`src/hw/rtl/dps_pkg.sv`:
```
// Shared types and constants for the dual-pivot sort engine.
// Used by the top level and by the shared compare unit; depends on nothing.
package dps_pkg;

	localparam int MAX_ITEMS  = 64;
	localparam int VALUE_BITS = 32;
	localparam int IDX_W      = $clog2(MAX_ITEMS);
	localparam int CNT_W      = $clog2(MAX_ITEMS + 1);

	typedef logic signed [VALUE_BITS-1:0] val_t;
	typedef logic [IDX_W-1:0]             idx_t;
	typedef logic [IDX_W:0]               ext_t;
	typedef logic [CNT_W-1:0]             cnt_t;

	localparam cnt_t MAX_CNT = CNT_W'(MAX_ITEMS);

	// One pending subrange on the range stack.
	typedef struct packed {
		idx_t lo;
		idx_t hi;
	} range_t;

	// Result of the shared compare unit.
	typedef struct packed {
		logic lt_lo;
		logic gt_hi;
	} cmp_res_t;

	typedef enum logic [4:0] {
		ST_LOAD,
		ST_INIT,
		ST_POP,
		ST_POPW,
		ST_RDHI,
		ST_PIV,
		ST_PIV2,
		ST_LOOP,
		ST_CMP,
		ST_SW1,
		ST_SW2,
		ST_FIN,
		ST_F1,
		ST_F2,
		ST_F3,
		ST_F4,
		ST_PUSH,
		ST_ERD,
		ST_ELD,
		ST_EWAIT
	} state_t;

endpackage

```
`src/hw/rtl/dps_cmp.sv`:
```
// Shared compare unit: tests one value against the low and the high pivot.
// Depends on dps_pkg.
module dps_cmp import dps_pkg::*; (
	input  val_t     x,
	input  val_t     lo_piv,
	input  val_t     hi_piv,
	output cmp_res_t res
);

	always_comb begin
		res.lt_lo = (x < lo_piv);
		res.gt_hi = (x > hi_piv);
	end

endmodule

```
`src/hw/rtl/dual_pivot_sort_engine_top.sv`:
```
// Dual-pivot quicksort engine: load, in-place sort with a range stack, emit.
// Depends on dps_pkg and dps_cmp.
//
// Usage: signed 32-bit values arrive as beats on the s_* channel, one per
// cycle while s_tready is high. The beat with s_tlast set closes the set and
// starts the sort. Beats beyond 64 stored values are dropped and the overflow
// flag (m_tuser) is set on every output beat of that set.
// After the sort, the values leave on the m_* channel in ascending order, the
// final one with m_tlast set. s_tready stays low from the last input beat
// until the final output beat is taken.
// Each partition step goes through one shared compare unit and an element
// memory with one write port and one registered read port: an element that
// stays put is only read and compared, one that is swapped is also written
// back in ST_SW1 and ST_SW2. Each range popped from the stack also passes
// through pivot setup, fix-up and push states. Each output value is read
// from memory only after the beat before it has been taken.
// A stalled receiver simply holds the current output beat in its register.
// Reset empties the engine; memory contents need no clearing.
module dual_pivot_sort_engine_top import dps_pkg::*; (
	input  logic        clk,
	input  logic        arst_n,
	input  logic        s_tvalid,
	output logic        s_tready,
	input  logic [31:0] s_tdata,   // [31:0] value
	input  logic        s_tlast,
	output logic        m_tvalid,
	input  logic        m_tready,
	output logic [31:0] m_tdata,   // [31:0] sorted_value
	output logic        m_tlast,
	output logic        m_tuser    // [0] overflow
);

	state_t state_q, state_nx;

	val_t   mem [MAX_ITEMS];
	range_t stk [MAX_ITEMS];

	val_t   rd_q;
	range_t stk_rd_q;
	cnt_t   cnt_q, sp_q;
	logic   drop_q;
	idx_t   lo_q, hi_q, lt_q, gt_q, k_q;
	val_t   a_q, b_q, x_q;
	logic   sw_lt_q;
	logic [1:0] ph_q;
	val_t   out_data_q;
	logic   out_valid_q, out_last_q, out_ovf_q;

	logic   mem_we;
	idx_t   mem_waddr, mem_raddr;
	val_t   mem_wdata;
	logic   stk_we;
	idx_t   stk_waddr, stk_raddr;
	range_t stk_wdata;
	val_t   cmp_x, cmp_lo, cmp_hi;
	cmp_res_t cmp;
	logic   in_acc;

	ext_t   span0, span1, span2, span_big;
	logic [1:0] big, sel;
	range_t r_sel;
	ext_t   span_sel;

	dps_cmp u_cmp (
		.x      (cmp_x),
		.lo_piv (cmp_lo),
		.hi_piv (cmp_hi),
		.res    (cmp)
	);

	assign in_acc   = s_tvalid && s_tready;
	assign m_tvalid = out_valid_q;
	assign m_tdata  = out_data_q;
	assign m_tlast  = out_last_q;
	assign m_tuser  = out_ovf_q;

	// Sizes less one of the three parts left by a partition; zero means nothing to push.
	always_comb begin
		span0 = (lt_q > lo_q) ? ({1'b0, lt_q} - {1'b0, lo_q} - ext_t'(1)) : '0;
		span1 = ({1'b0, gt_q} > ({1'b0, lt_q} + ext_t'(2)))
			? ({1'b0, gt_q} - {1'b0, lt_q} - ext_t'(2)) : '0;
		span2 = (hi_q > gt_q) ? ({1'b0, hi_q} - {1'b0, gt_q} - ext_t'(1)) : '0;
		big      = 2'd0;
		span_big = span0;
		if (span1 > span_big) begin
			big      = 2'd1;
			span_big = span1;
		end
		if (span2 > span_big) begin
			big = 2'd2;
		end
		// The largest part goes on the stack first, the other two after it.
		case (ph_q)
			2'd0:    sel = big;
			2'd1:    sel = (big == 2'd0) ? 2'd1 : 2'd0;
			default: sel = (big == 2'd2) ? 2'd1 : 2'd2;
		endcase
		case (sel)
			2'd0: begin
				r_sel    = '{lo: lo_q, hi: lt_q - idx_t'(1)};
				span_sel = span0;
			end
			2'd1: begin
				r_sel    = '{lo: lt_q + idx_t'(1), hi: gt_q - idx_t'(1)};
				span_sel = span1;
			end
			default: begin
				r_sel    = '{lo: gt_q + idx_t'(1), hi: hi_q};
				span_sel = span2;
			end
		endcase
	end

	always_comb begin
		state_nx = state_q;
		case (state_q)
			ST_LOAD:  if (in_acc && s_tlast) state_nx = ST_INIT;
			ST_INIT:  state_nx = (cnt_q < cnt_t'(2)) ? ST_ERD : ST_POP;
			ST_POP:   state_nx = (sp_q == '0) ? ST_ERD : ST_POPW;
			ST_POPW:  state_nx = ST_RDHI;
			ST_RDHI:  state_nx = ST_PIV;
			ST_PIV:   state_nx = ST_PIV2;
			ST_PIV2:  state_nx = ST_LOOP;
			ST_LOOP:  state_nx = (k_q > gt_q) ? ST_FIN : ST_CMP;
			ST_CMP:   state_nx = (cmp.lt_lo || cmp.gt_hi) ? ST_SW1 : ST_LOOP;
			ST_SW1:   state_nx = ST_SW2;
			ST_SW2:   state_nx = ST_LOOP;
			ST_FIN:   state_nx = ST_F1;
			ST_F1:    state_nx = ST_F2;
			ST_F2:    state_nx = ST_F3;
			ST_F3:    state_nx = ST_F4;
			ST_F4:    state_nx = ST_PUSH;
			ST_PUSH:  if (ph_q == 2'd2) state_nx = ST_POP;
			ST_ERD:   state_nx = ST_ELD;
			ST_ELD:   state_nx = ST_EWAIT;
			ST_EWAIT: if (m_tready) state_nx = out_last_q ? ST_LOAD : ST_ERD;
			default:  state_nx = ST_LOAD;
		endcase
	end

	always_comb begin
		s_tready  = 1'b0;
		mem_we    = 1'b0;
		mem_waddr = k_q;
		mem_wdata = rd_q;
		mem_raddr = k_q;
		stk_we    = 1'b0;
		stk_waddr = sp_q[IDX_W-1:0];
		stk_wdata = r_sel;
		stk_raddr = idx_t'(sp_q - cnt_t'(1));
		cmp_x     = rd_q;
		cmp_lo    = a_q;
		cmp_hi    = b_q;
		case (state_q)
			ST_LOAD: begin
				s_tready  = 1'b1;
				mem_we    = in_acc && (cnt_q < MAX_CNT);
				mem_waddr = cnt_q[IDX_W-1:0];
				mem_wdata = s_tdata;
			end
			ST_INIT: begin
				stk_we    = (cnt_q >= cnt_t'(2));
				stk_wdata = '{lo: '0, hi: idx_t'(cnt_q - cnt_t'(1))};
			end
			ST_POPW: mem_raddr = stk_rd_q.lo;
			ST_RDHI: mem_raddr = hi_q;
			ST_PIV: begin
				cmp_x     = a_q;
				cmp_hi    = rd_q;
				mem_we    = 1'b1;
				mem_waddr = lo_q;
				mem_wdata = cmp.gt_hi ? rd_q : a_q;
			end
			ST_PIV2: begin
				mem_we    = 1'b1;
				mem_waddr = hi_q;
				mem_wdata = b_q;
			end
			ST_CMP:  mem_raddr = cmp.lt_lo ? lt_q : gt_q;
			ST_SW1: begin
				mem_we    = 1'b1;
				mem_waddr = k_q;
				mem_wdata = rd_q;
			end
			ST_SW2: begin
				mem_we    = 1'b1;
				mem_waddr = sw_lt_q ? lt_q : gt_q;
				mem_wdata = x_q;
			end
			ST_FIN:  mem_raddr = lt_q - idx_t'(1);
			ST_F1: begin
				mem_we    = 1'b1;
				mem_waddr = lo_q;
				mem_wdata = rd_q;
			end
			ST_F2: begin
				mem_we    = 1'b1;
				mem_waddr = lt_q;
				mem_wdata = a_q;
				mem_raddr = gt_q;
			end
			ST_F3: begin
				mem_we    = 1'b1;
				mem_waddr = hi_q;
				mem_wdata = rd_q;
			end
			ST_F4: begin
				mem_we    = 1'b1;
				mem_waddr = gt_q;
				mem_wdata = b_q;
			end
			ST_PUSH: stk_we = (span_sel != '0) && (sp_q < MAX_CNT);
			default: ;
		endcase
	end

	// Element store and range stack: one write port, one registered read port.
	always_ff @(posedge clk) begin
		if (mem_we) begin
			mem[mem_waddr] <= mem_wdata;
		end
		rd_q <= mem[mem_raddr];
	end

	always_ff @(posedge clk) begin
		if (stk_we) begin
			stk[stk_waddr] <= stk_wdata;
		end
		stk_rd_q <= stk[stk_raddr];
	end

	// Datapath registers.
	always_ff @(posedge clk) begin
		case (state_q)
			ST_INIT:  k_q <= '0;
			ST_POP:   k_q <= '0;
			ST_POPW: begin
				lo_q <= stk_rd_q.lo;
				hi_q <= stk_rd_q.hi;
			end
			ST_RDHI:  a_q <= rd_q;
			ST_PIV: begin
				if (cmp.gt_hi) begin
					a_q <= rd_q;
					b_q <= a_q;
				end else begin
					b_q <= rd_q;
				end
				lt_q <= lo_q + idx_t'(1);
				gt_q <= hi_q - idx_t'(1);
				k_q  <= lo_q + idx_t'(1);
			end
			ST_CMP: begin
				x_q     <= rd_q;
				sw_lt_q <= cmp.lt_lo;
				if (!cmp.lt_lo && !cmp.gt_hi) begin
					k_q <= k_q + idx_t'(1);
				end
			end
			ST_SW2: begin
				if (sw_lt_q) begin
					lt_q <= lt_q + idx_t'(1);
					k_q  <= k_q + idx_t'(1);
				end else begin
					gt_q <= gt_q - idx_t'(1);
				end
			end
			ST_FIN: begin
				lt_q <= lt_q - idx_t'(1);
				gt_q <= gt_q + idx_t'(1);
			end
			ST_ELD:   out_data_q <= rd_q;
			ST_EWAIT: if (m_tready && !out_last_q) k_q <= k_q + idx_t'(1);
			default: ;
		endcase
	end

	// Control registers.
	always_ff @(posedge clk or negedge arst_n) begin
		if (!arst_n) begin
			state_q     <= ST_LOAD;
			cnt_q       <= '0;
			sp_q        <= '0;
			drop_q      <= 1'b0;
			ph_q        <= '0;
			out_valid_q <= 1'b0;
			out_last_q  <= 1'b0;
			out_ovf_q   <= 1'b0;
		end else begin
			state_q <= state_nx;
			case (state_q)
				ST_LOAD: begin
					if (in_acc) begin
						if (cnt_q < MAX_CNT) begin
							cnt_q <= cnt_q + cnt_t'(1);
						end else begin
							drop_q <= 1'b1;
						end
					end
				end
				ST_INIT: sp_q <= (cnt_q >= cnt_t'(2)) ? cnt_t'(1) : '0;
				ST_POP:  if (sp_q != '0) sp_q <= sp_q - cnt_t'(1);
				ST_FIN:  ph_q <= '0;
				ST_PUSH: begin
					if (stk_we) begin
						sp_q <= sp_q + cnt_t'(1);
					end
					ph_q <= ph_q + 2'd1;
				end
				ST_ELD: begin
					out_valid_q <= 1'b1;
					out_last_q  <= ({1'b0, k_q} == ext_t'(cnt_q - cnt_t'(1)));
					out_ovf_q   <= drop_q;
				end
				ST_EWAIT: begin
					if (m_tready) begin
						out_valid_q <= 1'b0;
						if (out_last_q) begin
							cnt_q  <= '0;
							drop_q <= 1'b0;
						end
					end
				end
				default: ;
			endcase
		end
	end

endmodule

```
`config.mk`:
```
export PLATFORM = sky130hd
export DESIGN_NAME = dual_pivot_sort_engine_top
export DESIGN_NICKNAME = d
export VERILOG_FILES = /design/src/hw/rtl/dps_pkg.sv /design/src/hw/rtl/dps_cmp.sv /design/src/hw/rtl/dual_pivot_sort_engine_top.sv
export SDC_FILE = /design/constraint.sdc
export NUM_CORES = 2
export LEC_CHECK = 0
export BUFFER_PORTS_ARGS = -buffer_cell sky130_fd_sc_hd__clkbuf_2
export CAP_MARGIN = 20
export CORE_UTILIZATION = 50
export CTS_CLUSTER_DIAMETER = 50
export DETAILED_ROUTE_END_ITERATION = 10
export HOLD_SLACK_MARGIN = 0.15
export PLACE_DENSITY = 0.79
export SLEW_MARGIN = 15
export SYNTH_ARGS = -nofsm -noshare
export SYNTH_HDL_FRONTEND = slang
export SYNTH_HIERARCHICAL = 1
export SYNTH_SLANG_ARGS = --single-unit
export TNS_END_PERCENT = 5
```
`constraint.sdc`:
```
create_clock -name clk -period 8.35 [get_ports clk]
set_clock_uncertainty 0.15 [all_clocks]
set_input_delay 1.67 -clock clk [delete_from_list [all_inputs] [get_ports clk]]
set_output_delay 1.67 -clock clk [all_outputs]
set_load 0.005 [all_outputs]
```
## Word level (Yosys, flattened, before mapping)

Memories as Yosys holds them, arrays and structs flattened. A register that Yosys moved wholly into a read port is not among the register bits.
Index checks and enable logic that the tools add are counted.

- Logic and storage cells: 189
- Register bits after elaboration: 184
- Memories: 2
- Output and inout bits: 36
- Bits in writable memories: 2816
- Input port bits: 37

Memory list:

| memory | words | width | read ports | clocked after Yosys merged registers in | write ports | RTL line | RTL |
|---|---|---|---|---|---|---|---|
| mem | 64 | 32 | 1 | 1 | 1 | dual_pivot_sort_engine_top.sv:35 | `val_t mem [MAX_ITEMS];` |
| stk | 64 | 12 | 1 | 1 | 1 | dual_pivot_sort_engine_top.sv:36 | `range_t stk [MAX_ITEMS];` |

- Add/sub/neg operators: 19
- Order comparisons: 12
- Reductions and logical operators: 38
- Muxes and demuxes: 63
- Eq/ne operators: 37

Operators by type and width:

| kind | count |
|---|---|
| $pmux W32 S5 | 1 |
| $mux W32 | 4 |
| $pmux W5 S19 | 1 |
| $mux W7 | 10 |
| $pmux W32 S2 | 1 |
| $pmux W6 S5 | 2 |
| $mux W6 | 7 |
| $eq A5 B4 Y1 const B | 8 |
| $pmux W6 S3 | 2 |
| $pmux W6 S6 | 1 |
| $gt A32 B32 Y1 | 1 |
| $lt A32 B32 Y1 | 1 |
| $mux W5 | 6 |
| $pmux W7 S2 | 2 |
| $sub A7 B1 Y7 const B | 4 |
| $ne A2 B2 Y1 const B | 13 |
| $add A6 B1 Y6 const B | 4 |
| $pmux W12 S2 | 1 |
| $pmux W7 S3 | 1 |
| $sub A6 B6 Y7 | 3 |
| $eq A5 B3 Y1 const B | 4 |
| $eq A5 B5 Y1 const B | 4 |
| $gt A6 B6 Y1 | 3 |
| $sub A6 B1 Y6 const B | 3 |
| 36 further kinds | 82 |

## Depth between registers and ports, before layout

- Word-level depth: 17
- Gate-level depth with buffers: 31

## Hierarchy

The synthesis kept the hierarchy.

By module, submodules not included:

| module | area each (um^2) | cells each | seq. area each (um^2) | times used |
|---|---|---|---|---|
| dual_pivot_sort_engine_top | 122476.2 | 6272 | 90842.1 | 1 |
| dps_cmp | 1612.8 | 226 | 0.0 | 1 |

## Worst setup path after synthesis

OpenSTA, ideal clock, no wires.

- Path kind: flip-flop to flip-flop
- Start point: register lt_q[1]
- End point: memory stk[0][8] (netlist name) (data pin)
- Path slack: -0.719 ns
- Arrival time: 8.197 ns
- Stages on the path, launching flop included: 29
- Buffers on the path: 1
- Cells stage by stage: edfxtp_1 -> ha_1 -> nand3_1 -> xor2_1 -> ha_1 -> nand3_1 -> o21ai_0 -> nand2_1 -> nor2_1 -> ha_1 -> nor2b_1 -> o211ai_1 -> a21oi_1 -> o21ai_0 -> o211a_1 -> nand2_2 -> nor2_1 -> a21oi_1 -> ha_1 -> nor2b_1 -> o21a_1 -> o21a_1 -> o21ai_0 -> and2_1 -> nor2_1 -> a31oi_1 -> buf_2 -> o31ai_1 -> a211oi_1

RTL lines:

| element | RTL line | RTL |
|---|---|---|
| start: declaration | dual_pivot_sort_engine_top.sv:42 | `idx_t lo_q, hi_q, lt_q, gt_q, k_q;` |
| start signal: assignment | dual_pivot_sort_engine_top.sv:249 | `lt_q <= lo_q + idx_t'(1);` |
| start signal: assignment | dual_pivot_sort_engine_top.sv:262 | `lt_q <= lt_q + idx_t'(1);` |
| start signal: assignment | dual_pivot_sort_engine_top.sv:269 | `lt_q <= lt_q - idx_t'(1);` |
| end: declaration | dual_pivot_sort_engine_top.sv:36 |  |

==> run_results.csv <==
group,metric,value,unit
synth,syn_inst,6498,
cells_and_area,area_delta_synth_final,13.8,%
placement,pre_cts_ws,0.605,ns
run,cap_viol_max_count,0,
synth,synth_area_leader_cell,"edfxtp_1",
synth,synth_edf_count,2975,
floorplanning,start_util,50.4,%
cells_and_area,multi_input_area,31900,um^2
synth,async_reset_ff_share,0.821,%
clocking,cts_tree,"built",
route,antenna_left,0,
placement,place_hpwl,189000,um
power,ir_drop,1.12,mV
synth,netlist_area,124000,um^2
clocking,post-cts-setup-buffer-count,0,
critical_path,cp_data_required_time,9.01,ns
route,via_per_inst,6.52,
critical_path,start_kind,"flop",
floorplanning,die-area,250000,um^2
synth,synth_warnings,6,
worst_hold_path,hp-start,"stk_rd_q[2]",
timing,slew_headroom,21.0,%
grt,antenna_found_initial,11,
power,finalPower,61.3,mW
placement,place.port_buffers,72,
power,p_leak,46.0,nW
grt,grt_usage,26.4,%
placement,place.gp.congestion,0.919,
clocking,clk_path_buf_depth,4,
timing,period_share,93.9,%
grt,grt_max_degree,132,
synth,yosysUniqueCellTypes,103,
clocking,root_buffer,"clkbuf_16",
timing,fin_crit,7.84,ns
worst_hold_path,min_to,"hi_q[2]",
synth,ys_ff_latch,3044,
synth,ys.flop_type,"edfxtp_1",
floorplanning,design.core.area,246000,um^2
critical_path,worst_r2r_path_depth,27,
clocking,cts_buffers,332,
route,firstDrtPassIters,9,
synth,synth.net_count,6668,
cells_and_area,register_area,90800,um^2
clocking,cts_sinks,3044,
floorplanning,num_io_pins,73,
floorplanning,row_count,182,
cells_and_area,n_fill_cell,17300,
timing,hold_violations,0,
timing,layout_setup_ws,0.512,ns
critical_path,endpoint_kind,"flop",
route,routed_wl,332000,um
critical_path,r2r_setup_slack,0.51,ns
clocking,cts.clk_slew.worst_paths,0.06,ns
timing,rsz0062_at_grt,"false",
grt,grt_pass1_vias,68000,
critical_path,timing.critical_path.arrival,8.50,ns
worst_hold_path,whs_path_depth,0,
synth,yosysSeqAreaShare,73.2,%
cells_and_area,nets,7043,
floorplanning,die_h,500,um
route,via_count,68100,
timing,tightest_slew,1.18,ns
synth,synthTopCellsByArea,"edfxtp_1 72%, mux4_2 14%, nand2_1 2.4%",
synth,synth_top_area_share,72.0,%
clocking,ctsHoldBuffers,0,
cells_and_area,fin_cells,10400,
critical_path,reg2reg_from,"state_q[3]",
route,drc,0,
grt,grt_pass1_wl,477000,um
cells_and_area,drive_gt1_share,27.3,%
timing,slew_viol_final,0,
placement,placedCellCount,9848,
worst_hold_path,hp-class,"flop to flop",
timing,setup_viol,0,
critical_path,critPathMaxFanout,55,
clocking,htree_num_levels,5,
clocking,clkLatencyLatePin,0.98,ns
route,drtIter0Drc,10200,
clocking,post_cts_resized,0,
synth,syn_area_per_cell,19.1,um^2
outcome,run_status,"complete, no violations",
power,p_per_area,434,nW/um^2
floorplanning,chipWidth,500,um
grt,overflow,0,
critical_path,r2r_end,"rd_q[30]",
critical_path,path_class,"flop to flop",
route,wl_per_cell,31.8,um
timing,fmax,0.128,GHz
logic make-up (layout without fill, tap and decap cells):
| logic type | Yosys count | count (layout) | share of synthesized area [%] |
|---|---|---|---|
| xor+xnor | 58 | 58 | 0.409 |
| flops | 3044 | 3044 | 73.2 |
| buf+inv | 474 | 1100 | 1.83 |
| compound gates | 630 | 630 | 3.76 |
| other cells | 0 | 6 | 0 |
| mux | 849 | 849 | 14.5 |
| fa+ha+maj | 134 | 134 | 1.37 |
| simple gates | 1309 | 1309 | 4.93 |
Yosys cell counts, drive strengths merged, types with 8 or more instances:
library cell and n:
or3 10, nor4 42, mux2i 34, clkbuf 162, xor2 25, and3 43
nor2b 28, a32o 32, or2 12, and2 26, buf 186, o31ai 10
a222oi 8, a21o 19, inv 125, dfxtp 44, a221oi 16, nand4 23
edfxtp 2975, o21a 9, nor3 80, o41ai 33, nand2 781, a22oi 36
nand2b 18, nor3b 10, dfrtp 25, xnor2 33, o21ai 64, nand3 51
o211ai 11, mux4 752, a211oi 21, o22ai 48, a31oi 23, ha 130
a21oi 206, a221o 41, nor2 168, mux2 63
metrics by stage:
step,instance area [um^2],hold WS [ns],util (%),TNS [ns]
3_3_place_gp,130000,0.244,53.0,0
3_5_place_dp,131000,0.249,53.0,0
4_1_cts,141000,0.262,57.3,0
6_report,141000,0.264,57.3,0
5_1_grt,141000,0.267,57.3,0
2_1_floorplan,124000,0.236,-,-56.16
registers in the layout, indices dropped and copies added, names as in the netlist, 12 cells and up:
| signal | flops |
|---|---|
| rd_q | 32 |
| stk | 768 |
| stk_rd_q | 12 |
| a_q | 32 |
| x_q | 32 |
| mem | 2048 |
| m_tdata | 32 |
| b_q | 32 |
worst max-delay path, cell delays in order (launching register included):
cell,delay [ns]
dfrtp_1,0.54
nand2b_1,0.33
nor3_2,0.20
nand2_2,0.14
clkinv_2,0.14
buf_12,0.26
buf_4,0.33
nand2_1,0.09
nand2_1,0.10
ha_1,0.16
nand2_1,0.04
o21ai_0,0.33
a21oi_1,0.20
a31oi_1,0.24
o21ai_1,0.33
or3_4,0.44
a2111oi_4,0.53
nand2_1,0.13
nand4_1,0.17
buf_12,0.27
buf_4,0.36
buf_4,0.54
mux4_2,0.61
nand2_1,0.09
a21oi_1,0.08
nor4_1,0.47
buf_4,0.25
nand2_1,0.08
cells in the final DEF, fill, tap and decap left out, types with 32 or more instances in the layout:
master     count
and3_1        40
clkinv_2      43
a32o_1        32
nor4_2        32
nor2_4        64
buf_4        270
mux2i_1       33
mux4_2       752
nand3_1       50
edfxtp_1    2975
dfxtp_1       44
clkbuf_1      65
nor2_1       101
buf_12        41
a22oi_1       36
ha_1         129
nor3_2        44
o21ai_0       52
nand2_1      778
inv_1        123
clkinv_1      51
mux2_2        63
o22ai_1       48
nor3_1        36
clkbuf_2      72
clkbuf_16    334
a21oi_1      195
cell type report:
type,count,area share (%)
diodes,6,0.0106
repair buffers,389,2.39
inverters,126,0.336
clock inverters,177,1.23
flip-flops and latches,3044,64.3
clock buffers,408,6.18
multi-input cells,2980,22.6
well taps,3312,2.94
routing by layer:
metal	vias up	track usage, %	part of all wire (%)
met1	35000	35.0	35
met3	924	5.08	12
met5	-	0	0.0072
li1	27100	-	-
met2	5060	42.1	48
met4	4	13.0	5.6
worst max-delay path by stage:
stage                       endpoint  slack, ns  cells after the start       start
final                       rd_q[30]       0.51                     27  state_q[3]
after global routing        rd_q[30]       0.15                     26  state_q[3]
after CTS                   rd_q[30]       0.59                     27  state_q[3]
after detailed placement    rd_q[30]       0.61                     27  state_q[3]
after global placement      rd_q[26]       0.81                     25  state_q[3]
after floorplan           stk[0][10]      -0.69                     28     lt_q[1]
power by group:
| part | total [mW] | leakage, nW | internal [mW] | switching [mW] |
|---|---|---|---|---|
| clock network | 14.2 | 5.07 | 8.24 | 5.98 |
| registers | 22.8 | 27.5 | 22.1 | 0.744 |
| logic | 24.3 | 13.3 | 8.32 | 16.0 |
No activity file was read; power rests on OpenSTA's default activity.
